--- config.mk ---
export PLATFORM = sky130hd
export DESIGN_NAME = pip_ram
export DESIGN_NICKNAME = d
export VERILOG_FILES = /design/src/design/pip_ram.sv
export SDC_FILE = /design/constraint.sdc
export NUM_CORES = 2
export LEC_CHECK = 0
export BUFFER_PORTS_ARGS = -buffer_cell sky130_fd_sc_hd__buf_2
export CORE_MARGIN = 5
export CORE_UTILIZATION = 65
export DETAILED_ROUTE_END_ITERATION = 10
export PLACE_DENSITY = 0.82
export SLEW_MARGIN = 20
export SYNTH_ARGS = -nofsm -noshare
export SYNTH_HDL_FRONTEND = slang
export SYNTH_SLANG_ARGS = --single-unit
--- constraint.sdc ---
create_clock -name clk_i -period 8.9 [get_ports clk_i]
set_input_delay 1.78 -clock clk_i [delete_from_list [all_inputs] [get_ports clk_i]]
set_output_delay 1.78 -clock clk_i [all_outputs]
set_load 0.01 [all_outputs]
--- src/design/pip_ram.sv ---
// generic simple dual-port ram, one write and one registered read port
// no dependencies
module pip_ram #(
  parameter int WIDTH = 32,
  parameter int DEPTH = 64,
  localparam int AddrW = (DEPTH > 1) ? $clog2(DEPTH) : 1
) (
  input  logic             clk_i,
  input  logic             we_i,
  input  logic [AddrW-1:0] waddr_i,
  input  logic [WIDTH-1:0] wdata_i,
  input  logic             re_i,
  input  logic [AddrW-1:0] raddr_i,
  output logic [WIDTH-1:0] rdata_o
);

  logic [WIDTH-1:0] mem_q [DEPTH];
  logic [WIDTH-1:0] rdata_q;

  always_ff @(posedge clk_i) begin
    if (we_i) begin
      mem_q[waddr_i] <= wdata_i;
    end
    if (re_i) begin
      rdata_q <= mem_q[raddr_i];
    end
  end

  assign rdata_o = rdata_q;

endmodule

* Yosys cells after proc, flatten, opt, wreduce, memory -nomap -nowiden
Memory sizes are Yosys's and may differ from the RTL's. A register that Yosys moved wholly into a read port is not among the register bits. Cells that the tools add are included.
Storage, ports and cells: register bits 0, memory bits (writable) 2048, input port bits 47, output and inout bits 32, logic and storage cells 3, memories 1
Memory list:
- mem_q | words 64, bits a word 32, rd ports 1, clocked after memory_dff 1, wr ports 1, RTL line 17 | logic [WIDTH-1:0] mem_q [DEPTH];
Operators by class: multiplexer cells 2
Operator list (count):
- $mux 1 | 2

* Longest topological paths before layout
depth after elaboration 2, mapped depth 10, mapped depth without buffers 5

* Worst setup path before layout
No wires, ideal clock.
kind input -> register, start point input waddr_i[3], end point memory mem_q[48][0], enable pin, setup time 0.461 ns, arrival 4.479 ns, required time 8.439 ns, slack 3.960 ns, stages 4, path buffers 1, cell sequence clkbuf_1 -> nor2b_1 -> nand4b_1 -> nor3_1
RTL lines:
- start, declared | RTL line 10 | input logic [AddrW-1:0] waddr_i,
- end, declared | RTL line 17
Straight into the memory's write port.

==> impl_metrics.json <==
{
  "outcome": "finished clean",
  "grt_overflow": 0,
  "ff2ff_setup_slack_ns": 6.20,
  "die_y_um": 358,
  "end_kind": "register",
  "clock_latency_ns": 0.83,
  "num_vias": 40502,
  "leakage_nw": 27.3,
  "root_buffer": "clkbuf_16",
  "synthArstFlopShare": 0,
  "synth_cells": 3324,
  "fill_cells": 5960,
  "r2r-end": "rdata_o[5]",
  "reg2reg_from": "mem_q[58][5]",
  "finalHoldViolCount": 0,
  "gp_congestion": 0.844,
  "grt_pass1_vias": 41395,
  "startpoint_type": "input pin",
  "placementRows": 127,
  "tns_ns": 0,
  "crit_fanout": 95,
  "powerDensity_nw_per_um2": 230,
  "cts_tree": "yes",
  "wl_met2_um": 106000,
  "max_slew_margin": 0.222,
  "core_um2": 120000,
  "ant_nets": 0,
  "place_hpwl_um": 111000,
  "ys_seq_area_frac": 0.792,
  "holdPathEnd": "rdata_o[17]",
  "clk_pin_slew_worst_paths_ns": 0.06,
  "avgSynthCellArea_um2": 23.7,
  "postCtsSetupBuffers": 0,
  "drc_errors": 0,
  "final-max-slew-violation-count": 0,
  "power_mw": 20.2,
  "fin_skew_ns": 0.0351,
  "min_period_ns": 4.99,
  "synth.top_cell.area_share": 0.792,
  "synth_ff_type": "edfxtp_1",
  "fin_ws_ns": 3.91,
  "holdPathStages": 4,
  "wl_met3_um": 37100,
  "synth_commonest_cells": "edfxtp_1 (2080), mux4_2 (544), nor2_1 (137)",
  "grtUsageTotal": 0.366,
  "drt_iter0_drc": 8122,
  "final_net_count": 3558,
  "wl_per_cell_um": 43.2,
  "area_growth_pct": 11.6,
  "drt_wl_total_um": 229000,
  "via_per_inst": 7.66,
  "cts_hold_buffers": 0,
  "synth.distinct_cells": 33,
  "yosysMostFrequentCell": "edfxtp_1",
  "grt_max_degree": 115,
  "routed.top_layer": "met5",
  "synth-seq-cells": 2080,
  "cts_max_path_buffers": 3,
  "post-route-util": 0.732,
  "yosysTopAreaCell": "edfxtp_1",
  "irDropWorstVdd_uv": 209,
  "maxCapViolCount": 0,
  "start_util": 0.656,
  "final_layout_size_suffix_gt1_frac": 0.289,
  "hp-class": "register to register",
  "ioPinCount": 79,
  "pre_cts_ws_ns": 3.31,
  "die_w_um": 358,
  "cts_buffers": 193,
  "worstRegToRegCells": 4,
  "dr.pass1.iters": 7,
  "syn_area_um2": 78800,
  "port_buffers": 78,
  "clkSinkCount": 2080,
  "fmax_mhz": 200,
  "tightest_slew_ns": 1.17,
  "worst-setup-path-type": "input pin to register",
  "synth_area_leaders": "edfxtp_1 (79%), mux4_2 (16%), mux2i_1 (1.2%), o22ai_1 (0.67%), nor2_1 (0.65%)",
  "m1WireLength_um": 68300,
  "arrival_ns": 5.53,
  "htree_levels": 4,
  "cts_resized": 0,
  "setup_viol": 0,
  "yosys_warnings": 0,
  "hp-start": "mem_q[28][17]",
  "synth_nets": 3371,
  "synth_edf_count": 2080,
  "required_ns": 9.43,
  "grt_pass1_wl_um": 320000,
  "dieArea_um2": 128000,
  "whs_ns": 0.949,
  "rsz0062_at_grt": "no",
  "finalCritPeriodShare": 0.561,
  "antenna_found_initial": 15
}
-- stage by stage --
step	cell area (µm²)	cells
floorplan	78800	3324
global placement	81700	4928
detailed placement	81700	4928
CTS	87900	5280
global route	87900	5281
finish	88000	5287
-- worst max-delay path by stage --
stage | endpoint | startpoint | cells after the start | slack (ns)
after floorplan | mem_q[48][0] | waddr_i[3] | 4 | 3.96
after global placement | rdata_o[21] | raddr_i[1] | 7 | 3.39
after detailed placement | rdata_o[13] | raddr_i[1] | 7 | 3.31
after CTS | rdata_o[13] | raddr_i[1] | 7 | 4.02
after global routing | rdata_o[31] | raddr_i[0] | 7 | 3.91
final | rdata_o[11] | raddr_i[1] | 7 | 3.91
-- sequential cells by signal, indices dropped and copies added (netlist names) --
signal   flops
mem_q     2048
rdata_o     32
-- metal layers --
layer  global-route usage  vias up
met4                0.206       10
met2                0.558     4508
met1                0.477    20346
li1                     -    14653
met3                0.118      985
met5             0.000377        -
-- logic make-up after synthesis --
logic type / count (synthesis) / synth area share
flip-flops: 2080 / 0.792
multiplexers: 637 / 0.167
AND/OR/NAND/NOR: 223 / 0.0126
AO/OA/AOI/OAI: 202 / 0.0167
buffers and inverters: 182 / 0.0112
-- layout make-up --
type                       count  area (µm²)  area share
antenna                        7        17.5    0.000199
clock buffer                 233        5040      0.0573
clock inverter               119        1130      0.0128
multi-input combinational   1062       16000       0.182
sequential                  2080       62500       0.710
tap                         1612        2020      0.0229
timing repair buffer         174        1330      0.0151
-- cells in the final DEF, fill, tap and decap left out, types with 19 or more instances in the layout --
master     count
edfxtp_1    2080
mux4_2       544
clkbuf_16    196
buf_4        116
mux2i_1       93
o22ai_1       84
nor2_1        75
a21oi_1       62
nor2_4        62
buf_2         46
clkinv_1      42
clkbuf_1      37
clkinv_2      35
o221ai_1      27
nand2_1       26
bufinv_16     19
-- power by group --
| group | switching [mW] | total (mW) | internal, mW |
|---|---|---|---|
| clock | 3.67 | 8.26 | 4.59 |
| sequential | 0.0553 | 10.9 | 10.9 |
| combinational | 0.695 | 1.04 | 0.350 |
-- worst max-delay path, stage by stage --
cell and delay, ns:
buf_8 0.47, buf_12 0.57, buf_4 0.77, mux4_2 0.42
mux4_2 0.49, o22ai_1 0.66, nor2_1 0.15
No activity file was read; power rests on OpenSTA's default activity.
